File: config.mk
export PLATFORM = sky130hd
export DESIGN_NAME = sparse_set_pick_and_retire
export DESIGN_NICKNAME = d
export VERILOG_FILES = /design/src/design/ssp_pkg.sv /design/src/design/ssp_ram.sv /design/src/design/ssp_modstep.sv /design/src/design/sparse_set_pick_and_retire.sv
export VERILOG_INCLUDE_DIRS = /design/src /design/src/design
export SDC_FILE = /design/constraint.sdc
export NUM_CORES = 1
export LEC_CHECK = 0
export ABC_CLOCK_PERIOD_IN_PS = 6450
export BUFFER_PORTS_ARGS = -buffer_cell sky130_fd_sc_hd__buf_4
export CORE_MARGIN = 2
export CORE_UTILIZATION = 40
export CTS_BUF_LIST = sky130_fd_sc_hd__clkbuf_16
export DETAILED_ROUTE_END_ITERATION = 8
export MAX_ROUTING_LAYER = met4
export PLACE_DENSITY = 0.62
export SYNTH_ARGS = -nofsm -noshare
export SYNTH_HDL_FRONTEND = slang
export SYNTH_SLANG_ARGS = --single-unit
File: constraint.sdc
create_clock -name i_clk -period 6.45 [get_ports i_clk]
set_input_delay 0.9675 -clock i_clk [delete_from_list [all_inputs] [get_ports i_clk]]
set_output_delay 0.9675 -clock i_clk [all_outputs]
set_load 0.05 [all_outputs]
File: src/design/assert_macros.svh
// Assertion helpers shared by the RTL
`ifndef ASSERT_MACROS_SVH
`define ASSERT_MACROS_SVH

// Same-cycle implication, masked while reset is low
`define ASSERT_IMPLY(label, clk, rst_n, ante, cons) \
    label: assert property (@(posedge clk) disable iff (!(rst_n)) (ante) |-> (cons)) \
        else $error("assertion failed: same-cycle implication");

// Next-cycle implication, masked while reset is low
`define ASSERT_NEXT(label, clk, rst_n, ante, cons) \
    label: assert property (@(posedge clk) disable iff (!(rst_n)) (ante) |=> (cons)) \
        else $error("assertion failed: next-cycle implication");

`endif

File: src/design/ssp_pkg.sv
package ssp_pkg;

    // Fixed port widths
    localparam int CMD_W    = 2;
    localparam int ID_PORT_W = 6;
    localparam int LIVE_W   = 7;
    localparam int STATUS_W = 3;
    localparam int CFG_W    = 7;

    typedef logic [CMD_W-1:0]    t_cmd;
    typedef logic [STATUS_W-1:0] t_status;

    // Command codes
    localparam t_cmd CMD_ADD    = 2'd0;
    localparam t_cmd CMD_REMOVE = 2'd1;
    localparam t_cmd CMD_NEXT   = 2'd2;
    localparam t_cmd CMD_RESET  = 2'd3;

    // Status codes
    localparam t_status ST_OK       = 3'd0;
    localparam t_status ST_FULL     = 3'd1;
    localparam t_status ST_NOT_LIVE = 3'd2;
    localparam t_status ST_RESET    = 3'd3;
    localparam t_status ST_EMPTY    = 3'd4;

endpackage

File: src/design/ssp_ram.sv
module ssp_ram #(
    parameter int WIDTH = 6,
    parameter int DEPTH = 64
) (
    input  logic                     i_clk,
    input  logic                     i_we,
    input  logic [$clog2(DEPTH)-1:0] i_waddr,
    input  logic [WIDTH-1:0]         i_wdata,
    input  logic [$clog2(DEPTH)-1:0] i_raddr,
    output logic [WIDTH-1:0]         o_rdata
);

    logic [WIDTH-1:0] r_mem [DEPTH];

    // Write one word, read one word with registered data
    always_ff @(posedge i_clk) begin
        if (i_we) begin
            r_mem[i_waddr] <= i_wdata;
        end
        o_rdata <= r_mem[i_raddr];
    end

endmodule

File: src/design/ssp_modstep.sv
module ssp_modstep #(
    parameter int CNT_W = 7,
    parameter int K_W   = 3
) (
    input  logic [CNT_W-1:0] i_val,
    input  logic [CNT_W-1:0] i_div,
    input  logic [K_W-1:0]   i_shift,
    output logic [CNT_W-1:0] o_val
);

    localparam int W2 = 2 * CNT_W;

    logic [W2-1:0] shifted_div;
    logic [W2-1:0] wide_val;
    logic [W2-1:0] diff;

    // One restoring remainder step: subtract the shifted divisor when it fits
    always_comb begin
        shifted_div = W2'(i_div) << i_shift;
        wide_val    = W2'(i_val);
        diff        = wide_val - shifted_div;
        if (wide_val >= shifted_div) begin
            o_val = diff[CNT_W-1:0];
        end else begin
            o_val = i_val;
        end
    end

endmodule

File: src/design/sparse_set_pick_and_retire.sv
// Sparse set of entry ids kept as a permutation (order store) plus its inverse
// (place store), both in single-port-write RAMs with registered reads. One
// command is taken at a time; the input stalls until its result is loaded into
// the output register, which may wait on the output stall while nothing else
// runs. Steps per command: add does one RAM read, then moves any retired id
// out to the fresh slot and places the fresh id; a full add, a remove of an
// id not added and an empty next go straight to the result. Remove reads both
// stores in parallel, then writes the swap in two halves; a retired id ends
// at the check after the reads. Next uses a single compare-subtract unit that
// reduces the cursor modulo the live count one bit per cycle, then one RAM read.
// Reset (or a remove at the floor) walks one entry per cycle over the added
// entries to rewrite the identity order. Config writes are always taken.
`include "assert_macros.svh"

module sparse_set_pick_and_retire #(
    parameter int MAX_ENTRIES = 64
) (
    input  logic                           i_clk,
    input  logic                           i_rst_n,
    input  logic                           i_in_valid,
    output logic                           o_in_stall,
    input  logic [ssp_pkg::CMD_W-1:0]      i_cmd,
    input  logic [ssp_pkg::ID_PORT_W-1:0]  i_entry_id,
    input  logic                           i_cfg_valid,
    output logic                           o_cfg_ready,
    input  logic [ssp_pkg::CFG_W-1:0]      i_cfg_data,
    output logic                           o_out_valid,
    input  logic                           i_out_stall,
    output logic [ssp_pkg::ID_PORT_W-1:0]  o_out_id,
    output logic [ssp_pkg::LIVE_W-1:0]     o_live_left,
    output logic [ssp_pkg::STATUS_W-1:0]   o_status
);

    localparam int ID_W  = $clog2(MAX_ENTRIES);
    localparam int CNT_W = $clog2(MAX_ENTRIES + 1);
    localparam int CMP_W = (CNT_W > ssp_pkg::CFG_W) ? CNT_W : ssp_pkg::CFG_W;
    localparam int K_W   = $clog2(CNT_W);
    localparam int ST_W  = 4;

    localparam logic [ST_W-1:0] S_IDLE   = 4'd0;
    localparam logic [ST_W-1:0] S_ADD_RD = 4'd1;
    localparam logic [ST_W-1:0] S_ADD_W1 = 4'd2;
    localparam logic [ST_W-1:0] S_ADD_W2 = 4'd3;
    localparam logic [ST_W-1:0] S_RM_RD  = 4'd4;
    localparam logic [ST_W-1:0] S_RM_CHK = 4'd5;
    localparam logic [ST_W-1:0] S_RM_W2  = 4'd6;
    localparam logic [ST_W-1:0] S_NX_MOD = 4'd7;
    localparam logic [ST_W-1:0] S_NX_RD  = 4'd8;
    localparam logic [ST_W-1:0] S_NX_OUT = 4'd9;
    localparam logic [ST_W-1:0] S_WALK   = 4'd10;
    localparam logic [ST_W-1:0] S_DONE   = 4'd11;

    // Control state
    logic [ST_W-1:0]            r_state, n_state;
    logic [CNT_W-1:0]           r_live, n_live;
    logic [CNT_W-1:0]           r_added, n_added;
    logic [ID_W-1:0]            r_cursor, n_cursor;
    logic [ssp_pkg::CFG_W-1:0]  r_min, n_min;
    logic                       r_out_valid, n_out_valid;

    // Working payload
    logic [ssp_pkg::ID_PORT_W-1:0] r_id, n_id;
    logic [ID_W-1:0]               r_pos, n_pos;
    logic [ID_W-1:0]               r_other, n_other;
    logic [CNT_W-1:0]              r_acc, n_acc;
    logic [K_W-1:0]                r_k, n_k;
    logic [CNT_W-1:0]              r_walk, n_walk;
    logic [ssp_pkg::ID_PORT_W-1:0] r_res_id, n_res_id;
    ssp_pkg::t_status              r_res_status, n_res_status;
    logic [ssp_pkg::ID_PORT_W-1:0] r_out_id, n_out_id;
    logic [ssp_pkg::LIVE_W-1:0]    r_out_live, n_out_live;
    ssp_pkg::t_status              r_out_status, n_out_status;

    // RAM ports
    logic            ord_we, plc_we;
    logic [ID_W-1:0] ord_waddr, ord_wdata, ord_raddr, ord_rdata;
    logic [ID_W-1:0] plc_waddr, plc_wdata, plc_raddr, plc_rdata;

    logic [CNT_W-1:0] mod_val;
    logic             at_floor;
    logic             id_unknown;

    ssp_ram #(.WIDTH(ID_W), .DEPTH(MAX_ENTRIES)) u_order (
        .i_clk   (i_clk),
        .i_we    (ord_we),
        .i_waddr (ord_waddr),
        .i_wdata (ord_wdata),
        .i_raddr (ord_raddr),
        .o_rdata (ord_rdata)
    );

    ssp_ram #(.WIDTH(ID_W), .DEPTH(MAX_ENTRIES)) u_place (
        .i_clk   (i_clk),
        .i_we    (plc_we),
        .i_waddr (plc_waddr),
        .i_wdata (plc_wdata),
        .i_raddr (plc_raddr),
        .o_rdata (plc_rdata)
    );

    ssp_modstep #(.CNT_W(CNT_W), .K_W(K_W)) u_modstep (
        .i_val   (r_acc),
        .i_div   (r_live),
        .i_shift (r_k),
        .o_val   (mod_val)
    );

    assign at_floor   = ((CMP_W + 1)'(r_live) <= ((CMP_W + 1)'(r_min) + (CMP_W + 1)'(1)));
    assign id_unknown = (CMP_W'(i_entry_id) >= CMP_W'(r_added));

    assign o_in_stall  = (r_state != S_IDLE);
    assign o_cfg_ready = 1'b1;
    assign o_out_valid = r_out_valid;
    assign o_out_id    = r_out_id;
    assign o_live_left = r_out_live;
    assign o_status    = r_out_status;

    // Sequencer
    always_comb begin
        n_state      = r_state;
        n_live       = r_live;
        n_added      = r_added;
        n_cursor     = r_cursor;
        n_min        = r_min;
        n_out_valid  = r_out_valid;
        n_id         = r_id;
        n_pos        = r_pos;
        n_other      = r_other;
        n_acc        = r_acc;
        n_k          = r_k;
        n_walk       = r_walk;
        n_res_id     = r_res_id;
        n_res_status = r_res_status;
        n_out_id     = r_out_id;
        n_out_live   = r_out_live;
        n_out_status = r_out_status;
        ord_we       = 1'b0;
        ord_waddr    = '0;
        ord_wdata    = '0;
        ord_raddr    = '0;
        plc_we       = 1'b0;
        plc_waddr    = '0;
        plc_wdata    = '0;
        plc_raddr    = '0;

        // Take a register write
        if (i_cfg_valid) begin
            n_min = i_cfg_data;
        end

        // Drop the result once it transfers
        if (r_out_valid && !i_out_stall) begin
            n_out_valid = 1'b0;
        end

        case (r_state)
            S_IDLE: begin
                if (i_in_valid) begin
                    n_id         = i_entry_id;
                    n_res_id     = '0;
                    n_res_status = ssp_pkg::ST_OK;
                    n_walk       = '0;
                    case (i_cmd)
                        ssp_pkg::CMD_ADD: begin
                            if (r_added == CNT_W'(MAX_ENTRIES)) begin
                                n_res_status = ssp_pkg::ST_FULL;
                                n_state      = S_DONE;
                            end else begin
                                n_state = S_ADD_RD;
                            end
                        end
                        ssp_pkg::CMD_REMOVE: begin
                            if (at_floor) begin
                                n_res_status = ssp_pkg::ST_RESET;
                                n_state      = S_WALK;
                            end else if (id_unknown) begin
                                n_res_status = ssp_pkg::ST_NOT_LIVE;
                                n_state      = S_DONE;
                            end else begin
                                n_state = S_RM_RD;
                            end
                        end
                        ssp_pkg::CMD_NEXT: begin
                            if (r_live == '0) begin
                                n_res_status = ssp_pkg::ST_EMPTY;
                                n_state      = S_DONE;
                            end else begin
                                n_acc   = CNT_W'(r_cursor) + CNT_W'(1);
                                n_k     = K_W'(CNT_W - 1);
                                n_state = S_NX_MOD;
                            end
                        end
                        default: begin
                            n_state = S_WALK;
                        end
                    endcase
                end
            end

            // Add: fetch the id at the end of the live region
            S_ADD_RD: begin
                ord_raddr = ID_W'(r_live);
                n_state   = S_ADD_W1;
            end

            // Move a retired id out to the fresh slot
            S_ADD_W1: begin
                if (r_live != r_added) begin
                    ord_we    = 1'b1;
                    ord_waddr = ID_W'(r_added);
                    ord_wdata = ord_rdata;
                    plc_we    = 1'b1;
                    plc_waddr = ord_rdata;
                    plc_wdata = ID_W'(r_added);
                end
                n_state = S_ADD_W2;
            end

            // Place the fresh id at the end of the live region
            S_ADD_W2: begin
                ord_we    = 1'b1;
                ord_waddr = ID_W'(r_live);
                ord_wdata = ID_W'(r_added);
                plc_we    = 1'b1;
                plc_waddr = ID_W'(r_added);
                plc_wdata = ID_W'(r_live);
                n_res_id  = ssp_pkg::ID_PORT_W'(r_added);
                n_added   = r_added + CNT_W'(1);
                n_live    = r_live + CNT_W'(1);
                n_state   = S_DONE;
            end

            // Remove: look up the id's position and the last live id
            S_RM_RD: begin
                plc_raddr = ID_W'(r_id);
                ord_raddr = ID_W'(r_live - CNT_W'(1));
                n_state   = S_RM_CHK;
            end

            // Check liveness, then write the first half of the swap
            S_RM_CHK: begin
                if (CNT_W'(plc_rdata) >= r_live) begin
                    n_res_status = ssp_pkg::ST_NOT_LIVE;
                    n_state      = S_DONE;
                end else begin
                    plc_we    = 1'b1;
                    plc_waddr = ID_W'(r_id);
                    plc_wdata = ID_W'(r_live - CNT_W'(1));
                    ord_we    = 1'b1;
                    ord_waddr = plc_rdata;
                    ord_wdata = ord_rdata;
                    n_pos     = plc_rdata;
                    n_other   = ord_rdata;
                    n_state   = S_RM_W2;
                end
            end

            // Finish the swap and shrink the live region
            S_RM_W2: begin
                plc_we    = 1'b1;
                plc_waddr = r_other;
                plc_wdata = r_pos;
                ord_we    = 1'b1;
                ord_waddr = ID_W'(r_live - CNT_W'(1));
                ord_wdata = ID_W'(r_id);
                n_live    = r_live - CNT_W'(1);
                n_state   = S_DONE;
            end

            // Next: reduce the cursor modulo the live count, one bit a cycle
            S_NX_MOD: begin
                n_acc = mod_val;
                if (r_k == '0) begin
                    n_state = S_NX_RD;
                end else begin
                    n_k = r_k - K_W'(1);
                end
            end

            S_NX_RD: begin
                ord_raddr = ID_W'(r_acc);
                n_cursor  = ID_W'(r_acc);
                n_state   = S_NX_OUT;
            end

            S_NX_OUT: begin
                n_res_id = ssp_pkg::ID_PORT_W'(ord_rdata);
                n_state  = S_DONE;
            end

            // Rewrite the identity order over all added entries
            S_WALK: begin
                if (r_walk == r_added) begin
                    n_live  = r_added;
                    n_state = S_DONE;
                end else begin
                    ord_we    = 1'b1;
                    ord_waddr = ID_W'(r_walk);
                    ord_wdata = ID_W'(r_walk);
                    plc_we    = 1'b1;
                    plc_waddr = ID_W'(r_walk);
                    plc_wdata = ID_W'(r_walk);
                    n_walk    = r_walk + CNT_W'(1);
                end
            end

            // Load the output register once it is free
            S_DONE: begin
                if (!r_out_valid || !i_out_stall) begin
                    n_out_valid  = 1'b1;
                    n_out_id     = r_res_id;
                    n_out_live   = ssp_pkg::LIVE_W'(r_live);
                    n_out_status = r_res_status;
                    n_state      = S_IDLE;
                end
            end

            default: begin
                n_state = S_IDLE;
            end
        endcase
    end

    // Control registers
    always_ff @(posedge i_clk) begin
        if (!i_rst_n) begin
            r_state     <= S_IDLE;
            r_live      <= '0;
            r_added     <= '0;
            r_cursor    <= '0;
            r_min       <= '0;
            r_out_valid <= 1'b0;
        end else begin
            r_state     <= n_state;
            r_live      <= n_live;
            r_added     <= n_added;
            r_cursor    <= n_cursor;
            r_min       <= n_min;
            r_out_valid <= n_out_valid;
        end
    end

    // Payload registers
    always_ff @(posedge i_clk) begin
        r_id         <= n_id;
        r_pos        <= n_pos;
        r_other      <= n_other;
        r_acc        <= n_acc;
        r_k          <= n_k;
        r_walk       <= n_walk;
        r_res_id     <= n_res_id;
        r_res_status <= n_res_status;
        r_out_id     <= n_out_id;
        r_out_live   <= n_out_live;
        r_out_status <= n_out_status;
    end

    // Checks
    `ASSERT_IMPLY(a_live_within_added, i_clk, i_rst_n, 1'b1, r_live <= r_added)
    `ASSERT_IMPLY(a_added_within_max, i_clk, i_rst_n, 1'b1, r_added <= CNT_W'(MAX_ENTRIES))
    `ASSERT_NEXT(a_busy_after_transfer, i_clk, i_rst_n, i_in_valid && !o_in_stall, r_state != S_IDLE)
    `ASSERT_IMPLY(a_walk_bounded, i_clk, i_rst_n, r_state == S_WALK, r_walk <= r_added)

endmodule

======== After elaboration in Yosys (flattened, before gate mapping) ========
Memories as Yosys holds them, arrays and structs flattened. A register that Yosys moved wholly into a read port is not among the register bits.
Index checks and enable logic that the tools add are counted.
word-level totals
  register bits ........................... 92
  bits in writable memories ............... 768
  input bits .............................. 20
  logic and storage cells ................. 143
  memories ................................ 2
operators by class
  $add $sub $neg .......................... 8
  magnitude comparators ................... 4
  eq/ne operators ......................... 26
  shifts and indexed selects .............. 1
  muxes and demuxes ....................... 58
  bitwise logic cells ..................... 1
  reduce and logical (&&, ||, !) cells .... 26
memories
  memory         words  width  read ports  clocked after Yosys merged registers in  write ports  RTL line       RTL
  u_order.r_mem  64     6      1           1                                        1            ssp_ram.sv:13  logic [WIDTH-1:0] r_mem [DEPTH];
  u_place.r_mem  64     6      1           1                                        1            ssp_ram.sv:13
operators by type and width
  operator               count
  $pmux W6 S5            4
  $mux W6                9
  $mux W7                7
  $pmux W4 S10           1
  $mux W4                9
  $pmux W6 S3            2
  $pmux W7 S2            2
  $add A7 B1 Y7 const B  3
  $mux W3                7
  $pmux W7 S3            1
  $eq A4 B3 Y1 const B   4
  $eq A4 B4 Y1 const B   4
  $ne A2 B2 Y1 const B   8
  $ge A6 B7 Y1           2
  $ge A7 B14 Y1          1
  $shl A7 B3 Y14         1
  $pmux W3 S2            2
  $pmux W4 S3            1
  $reduce_and A2 Y1      5
  $reduce_and A5 Y1      2
  $mux W1                9
  $pmux W3 S3            1
  $add A7 B1 Y8 const B  1
  $eq A4 B2 Y1 const B   2
  29 further kinds       36

======== Logic depth before layout (Yosys ltp) ========
Gate-level depths: netlist of the first run.
  word-level depth ........................ 6
  mapped depth ............................ 13

======== Hierarchy ========
From an unflattened synthesis of the first run, not the netlist that was laid out.
second synthesis, totals
  cell total of the unflattened synthesis .. 2119
  area, all modules ....................... 36633.9 µm²
by module, submodules not included
  module                      instances  cells an instance  area an instance (µm²)
  ssp_ram at u_place          1          720                15225.9
  ssp_ram at u_order          1          727                15177.1
  sparse_set_pick_and_retire  1          585                5575.3
  ssp_modstep                 1          87                 655.6

======== Least setup slack after synthesis of the first run ========
OpenSTA, ideal clock, no wires.
  kind .................................... register to register
  from .................................... register r_live[1]
  to ...................................... memory u_place.r_mem[0][4] (data pin)
  library setup time ...................... 0.702 ns
  data arrival time ....................... 4.948 ns
  path slack .............................. 0.801 ns
  stages on the path, launching flop included .. 12
  cell sequence ........................... dfxtp_1 > clkbuf_1 > inv_1 > ha_1 > a21o_1 > a211oi_1 > o21ai_1 > nand2_2 > buf_2 > buf_2 > inv_1 > o21ai_0
on the way
  cells in the longest elaborated chain, start to end .. 3
  elaborated cells between the ends (all ways) .. 6
  classes of those cells .................. 1 x add/sub; 1 x order compare; 1 x eq/ne; 3 x mux
RTL lines
  element                                      RTL line                                                              RTL
  start: declaration                           sparse_set_pick_and_retire.sv:55                                      logic [CNT_W-1:0] r_live, n_live;
  start signal: assignment                     sparse_set_pick_and_retire.sv:335                                     r_live <= n_live;
  $sub A7 B1 Y7, or another cell as far along  --
  $mux W6 (on tied branches)                   sparse_set_pick_and_retire.sv:242, sparse_set_pick_and_retire.sv:208
  $pmux W6 S5 *                                sparse_set_pick_and_retire.sv:156                                     case (r_state)
  net plc_wdata[4]                             sparse_set_pick_and_retire.sv:77                                      logic [ID_W-1:0] plc_waddr, plc_wdata, plc_raddr, plc_rdata;
  end: declaration                             ssp_ram.sv:13
The timed path passes the listed nets; every way through them passes the cells marked *.

======== Worst setup path after layout of the first run ========
  from .................................... register r_state[3]
  to ...................................... memory u_place.r_mem[1][5] (enable)
on the way
  cells in the longest elaborated chain, start to end .. 5
  elaborated cells between the ends (all ways) .. 10
  classes of those cells .................. 5 x eq/ne; 4 x mux; 1 x reduce/logical
RTL lines
  element                                       RTL line                           RTL
  start: declaration                            sparse_set_pick_and_retire.sv:54   logic [ST_W-1:0] r_state, n_state;
  start signal: assignment                      sparse_set_pick_and_retire.sv:334  r_state <= n_state;
  $eq A4 B3 Y1 or $eq A4 B2 Y1 (tied branches)  sparse_set_pick_and_retire.sv:156
  $reduce_or A2 Y1 (no source line)             --
  $pmux W1 S4                                   sparse_set_pick_and_retire.sv:156
  $mux W1                                       ssp_ram.sv:17                      if (i_we) begin
  $mux W1 (not written as such)                 ssp_ram.sv:18                      r_mem[i_waddr] <= i_wdata;
Several ways; a longest one is shown, not always the timed one.

==> results of run 1 <==
## path summary, 6_finish.rpt
kind	endpoint	slack, ns	cells past startpoint
max	u_place.r_mem[1][5]	1.58	8
min	o_status[2]	0.41	0
max reg2reg	u_place.r_mem[1][5]	1.58	8
min reg2reg	o_status[2]	0.41	0
## sequential cells by signal (all words and copies together), names as in the netlist
register,flops
u_order.o_rdata,6
r_res_id,6
r_acc,7
r_other,6
r_live,7
r_k,3
r_res_status,3
r_min,7
o_out_valid,1
u_place.r_mem,384
r_added,7
r_cursor,6
r_state,4
r_pos,6
o_status,3
u_place.o_rdata,6
r_walk,7
r_id,6
o_live_left,7
u_order.r_mem,384
o_out_id,6
## synthesized netlist by cell type (29+ instances only)
master / count
edfxtp_1: 828
nand2_1: 309
nor2_1: 215
a21oi_1: 102
mux4_2: 86
clkbuf_1: 84
nand3_1: 76
o21ai_0: 63
mux2i_1: 55
buf_2: 48
a22oi_1: 44
dfxtp_1: 44
a31oi_1: 36
ha_1: 36
o22ai_1: 30
inv_1: 29
## per-layer routing
metal | vias to the layer above | track usage | share of wire
met5 | - | - | 0
met3 | 200 | 0.0332 | 0.079
met4 | 0 | 0.0657 | 0.030
met1 | 11400 | 0.277 | 0.41
met2 | 1143 | 0.333 | 0.48
li1 | 9767 | - | -
## cells by family after synthesis
family / share of synthesized area
other: 0.000102
xor gates and xnor gates: 0.0107
and+or+nand+nor: 0.0923
AOI/OAI and AO/OA: 0.0888
buffers and inverters: 0.0222
adders and majority gates: 0.0128
muxes: 0.0709
DFF: 0.702
## cell type report
class,count,area share
flip-flops and latches,872,0.625
inverters,33,0.00301
clock inverters,75,0.0179
multi-input cells,1459,0.251
clock buffers,90,0.0547
well taps,1186,0.0360
diodes,1,0.0000608
repair buffers,66,0.0120
## through the flow
stage,power (mW),setup WS (ns),utilization,hold WS [ns]
2_1_floorplan,9.33,0.801,-,0.400
3_3_place_gp,10.7,1.89,0.418,0.403
3_5_place_dp,10.7,1.74,0.418,0.416
4_1_cts,15.9,1.72,0.451,0.417
5_1_grt,16.5,1.27,0.451,0.427
6_report,15.9,1.58,0.451,0.414
## where the power goes
group / internal (mW) / leakage, nW / total, mW / switching [mW]
registers: 6.84 / 7.93 / 7.13 / 0.287
clock network: 3.01 / 1.52 / 5.24 / 2.23
logic: 1.03 / 4.06 / 3.55 / 2.52
==> results_dict.tcl, run 1 <==
set metrics [dict create \
    core-area_mm2 0.0912 \
    cpMaxStageDelayCell "a41oi_1" \
    ys_ff_latch 872 \
    min_path_type "flip-flop to flip-flop" \
    synth_seq_area_share 0.702 \
    cp_top_family "simple AND/OR/NAND/NOR gates" \
    die_area_mm2 0.0941 \
    clkSinkCount 872 \
    cts_made_buffers 89 \
    netlist.area_leader.share 0.678 \
    synthDistinctLibCells 82 \
    end_kind "flip-flop" \
    avgRoutedWirePerCell_um 25.6 \
    postRouteAntennaNets 0 \
    drtPass1Iterations 5 \
    ctsLongestPathBuffers 3 \
    regArea_mm2 0.0257 \
    grt_max_degree 80 \
    ys_warn_count 0 \
    io-pin-count 39 \
    power_density_mw_per_mm2 387 \
    cts_tree "done" \
    fin_tns_setup_ns 0 \
    cpPeakStageDelay_ns 0.91 \
    nFillCells 7896 \
    wirelength_mm 97.0 \
    cts_max_level 3 \
    crit_chain "nor2b_1 -> nand2_1 -> a41oi_1 -> nand2_1 -> nand2_1 -> a211oi_2 -> nand3b_1 -> nor2_1" \
    vdd.ir_drop.worst_v 0.000260 \
    yosys.area.top_type "edfxtp_1" \
    critPathKind "flip-flop to flip-flop" \
    ys_async_sr_fraction 0 \
    syn_area_per_cell_um2 14.6 \
    hold_buffers 0 \
    path_clk_slew_ns 0.06 \
    fin_skew_ns 0.0239 \
    initial_core_util 0.402 \
    layout_common_cells "edfxtp_1, nand2_1, nor2_1" \
    drv_slew 0 \
    drtIter0Drc 3359 \
    clock.fmax_ghz 0.205 \
    overflow 0 \
    die_w_um 307 \
    required_ns 6.72 \
    ys.flop_type "edfxtp_1" \
    cp_max_fo 22 \
    period_minus_slack_ns 4.87 \
    rsz0062_at_grt "false" \
    max-slew-margin-rel 0.196 \
    leakagePower_nw 13.5 \
    synth_nets 2575 \
    finalCritPeriodShare 0.755 \
    hpwl_mm 59.9 \
    worstSkewPairLatency_ns 0.66 \
    cts_root_buffer "clkbuf_16" \
    stdcell_area_mm2 0.0412 \
    cp_num_buf_inv 0 \
    crit-reg2reg-launch "r_state[3]" \
    layout_commonest_cell "edfxtp_1" \
    worstHoldStart "r_res_status[2]" \
    vias_per_cell 5.95 \
    max_cap_viol_count 0 \
    cts_setup_buffers 0 \
    dp.cells 3616 \
    layout-drive-gt1-share 0.138 \
    path_common_cell "nand2_1" \
    vias 22500 \
    tightest_slew_ns 1.20 \
    row_count 111 \
    synthTopCellsByArea "edfxtp_1, mux4_2, nand2_1" \
    worstSetupStartpoint "r_state[3]" \
    cts.repair.resized 0 \
    instances_no_fill 3782 \
    netlist_area_mm2 0.0367 \
    syn_to_final_growth_pct 12.3 \
    nets 2578 \
    die_height_um 307 \
    grt_usage 0.209 \
    globalplace.congestion 0.930 \
    synth_edf_count 828 \
    arrival_ns 5.14 \
    status "finished clean" \
    setup_viol 0 \
    first_global_vias 22400 \
    antenna_found_initial 1 \
    cp-start-kind "flip-flop" \
    drcViolationCount 0 \
    dpl-instance-area_mm2 0.0382 \
    syn_inst 2518 \
    multi_input_area_mm2 0.0103 \
    grt_pass1_wl_mm 144 \
    port-buffer-count 37 \
    hold_viol_final 0 \
]
No activity file was read; power rests on OpenSTA's default activity.
==> run 2: changes to the inputs <==
--- a/config.mk
+++ b/config.mk
@@ -6,7 +6,7 @@
 export SDC_FILE = /design/constraint.sdc
 export NUM_CORES = 1
 export LEC_CHECK = 0
-export ABC_CLOCK_PERIOD_IN_PS = 6450
+export ABC_CLOCK_PERIOD_IN_PS = 5100
 export BUFFER_PORTS_ARGS = -buffer_cell sky130_fd_sc_hd__buf_4
 export CORE_MARGIN = 2
 export CORE_UTILIZATION = 40
==> constraint.sdc (replaced) <==
create_clock -name i_clk -period 5.1 [get_ports i_clk]
set_input_delay 0.765 -clock i_clk [delete_from_list [all_inputs] [get_ports i_clk]]
set_output_delay 0.765 -clock i_clk [all_outputs]
set_load 0.05 [all_outputs]
==> run 2 against run 1 <==
  * Die area stayed put
  * Wire length shrank 1.2%
  * Highest routed layer unchanged
  * Global-route usage fell by 0.21 points
  * Critical path type unchanged
==> results_dict.tcl, run 2 (same netlist as run 1, synthesis figures left out) <==
set metrics [dict create \
    cts_made_buffers 88 \
    largestRegisters "u_order.r_mem (384), u_place.r_mem (384)" \
    die_w_um 307 \
    setup_viol 0 \
    critPathKind "flip-flop to flip-flop" \
    globalplace.congestion 0.908 \
    arrival_ns 4.86 \
    clock.fmax_ghz 0.217 \
    antenna_found_initial 0 \
    period_minus_slack_ns 4.61 \
    core-area_mm2 0.0912 \
    cts.repair.resized 0 \
    fin_hold_ws_ns 0.312 \
    pwr-share-seq 0.453 \
    syn_to_final_growth_pct 12.6 \
    rrSetupSlack_ns 0.49 \
    layout_common_cells "edfxtp_1, nand2_1, nor2_1" \
    cts_max_level 3 \
    crit-reg2reg-launch "r_live[1]" \
    io-pin-count 39 \
    power.switching_mw 6.25 \
    cts_root_buffer "clkbuf_16" \
    port-buffer-count 37 \
    postRouteAntennaNets 0 \
    tightest_slew_ns 1.28 \
    hpwl_mm 61.0 \
    required_ns 5.35 \
    drcViolationCount 0 \
    initial_core_util 0.402 \
    drv_slew 0 \
    vdd.ir_drop.worst_v 0.000296 \
    drtIter0Drc 2754 \
    power_density_mw_per_mm2 479 \
    hold_viol_final 0 \
    switching_share 0.316 \
    finalCritPeriodShare 0.905 \
    max_cap_viol_count 0 \
    first_global_vias 22200 \
    drtPass1Iterations 6 \
    clkPwrFrac 0.317 \
    avgRoutedWirePerCell_um 25.2 \
    vias 22500 \
    worstSkewPairLatency_ns 0.66 \
    worstHoldStart "i_entry_id[0]" \
    cts_tree "done" \
    ctsLongestPathBuffers 3 \
    rsz0062_at_grt "false" \
    grt_max_degree 65 \
    cp-start-kind "flip-flop" \
    p_total_mw 19.8 \
    power_frac_comb 0.230 \
    wirelength_mm 95.8 \
    clkSinkCount 872 \
    leakagePower_nw 13.6 \
    status "finished clean" \
    die_area_mm2 0.0941 \
    overflow 0 \
    row_count 111 \
    path_clk_slew_ns 0.06 \
    hold_buffers 0 \
    vias_per_cell 5.90 \
    layout-drive-gt1-share 0.143 \
    fin_skew_ns 0.0540 \
    grt_pass1_wl_mm 143 \
    fin_tns_setup_ns 0 \
    holdPathEnd "r_id[0]" \
    r2r_end "u_place.r_mem[9][2]" \
    p_int_mw 13.5 \
    min_path_cells 1 \
    r2r_cells 10 \
    grt_usage 0.207 \
    die_height_um 307 \
    end_kind "flip-flop" \
    nets 2604 \
    diodes 0 \
    layout_commonest_cell "edfxtp_1" \
    stdcell_area_mm2 0.0413 \
    dpl-instance-area_mm2 0.0385 \
    nFillCells 7904 \
    max-slew-margin-rel 0.146 \
    cp_max_fo 25 \
    min_path_type "primary input to flip-flop" \
    cts_setup_buffers 0 \
]
-- run 2: cell count changes in the layout (fill, tap and decap cells not counted), sizes merged --
| cell | previous run | this run |
|---|---|---|
| buf | 66 | 93 |
| bufinv | 11 | 6 |
| clkinv | 39 | 44 |
| clkbuf | 90 | 88 |
| inv | 54 | 56 |
| diode | 1 | 0 |
-- run 2: layer usage --
layer  routed length [um]  part of all wire  global-route usage
met1                39700              0.41               0.275
met2                45800              0.48               0.328
met3                 7130             0.074              0.0303
met4                 3180             0.033              0.0727
met5                    0                 0                   -
-- run 2: critical path, stage by stage (launching register included) --
cell and delay [ns]:
dfxtp_1 0.70, inv_1 0.22, ha_1 0.33, a21o_1 0.11
a211oi_1 0.08, o21ai_1 0.25, nand2_2 0.37, buf_4 0.31
a211oi_2 0.53, nand3b_1 0.66, nor2_1 0.64
-- run 2: cell type report --
type / instances / area (um^2) / area share
inverter: 33 / 124 / 0.00300
clock inverter: 77 / 613 / 0.0149
tap: 1186 / 1480 / 0.0360
multi-input combinational: 1459 / 10300 / 0.249
timing repair buffer: 93 / 811 / 0.0196
clock buffer: 88 / 2200 / 0.0534
sequential: 872 / 25700 / 0.624
-- run 2: worst max path at each step --
stage	end	from	cells past startpoint
after floorplan	u_place.r_mem[0][0]	r_live[1]	11
after global placement	u_place.r_mem[17][4]	r_live[1]	10
after detailed placement	u_place.r_mem[49][2]	r_live[1]	10
after CTS	u_place.r_mem[9][2]	r_live[1]	10
after global routing	u_place.r_mem[9][1]	r_live[1]	10
final	u_place.r_mem[9][2]	r_live[1]	10
-- run 2: through the flow --
step	util	worst slack, ns	std cells
CTS	0.452	0.601	3808
global placement	0.421	0.765	3643
detailed placement	0.421	0.614	3643
floorplan	-	-0.543	2518
global route	0.452	0.245	3808
finish	0.452	0.486	3808
-- run 2: power by group through the flow --
| stage | clock network (mW) | logic [mW] | registers, mW |
|---|---|---|---|
| 6_report | 6.27 | 4.54 | 8.96 |
| 5_1_grt | 6.64 | 4.84 | 8.98 |
| 4_1_cts | 6.36 | 4.52 | 8.95 |
| 3_5_place_dp | 0 | 4.51 | 9.10 |
| 3_3_place_gp | 0 | 4.44 | 9.09 |
| 2_1_floorplan | 0 | 2.85 | 8.96 |
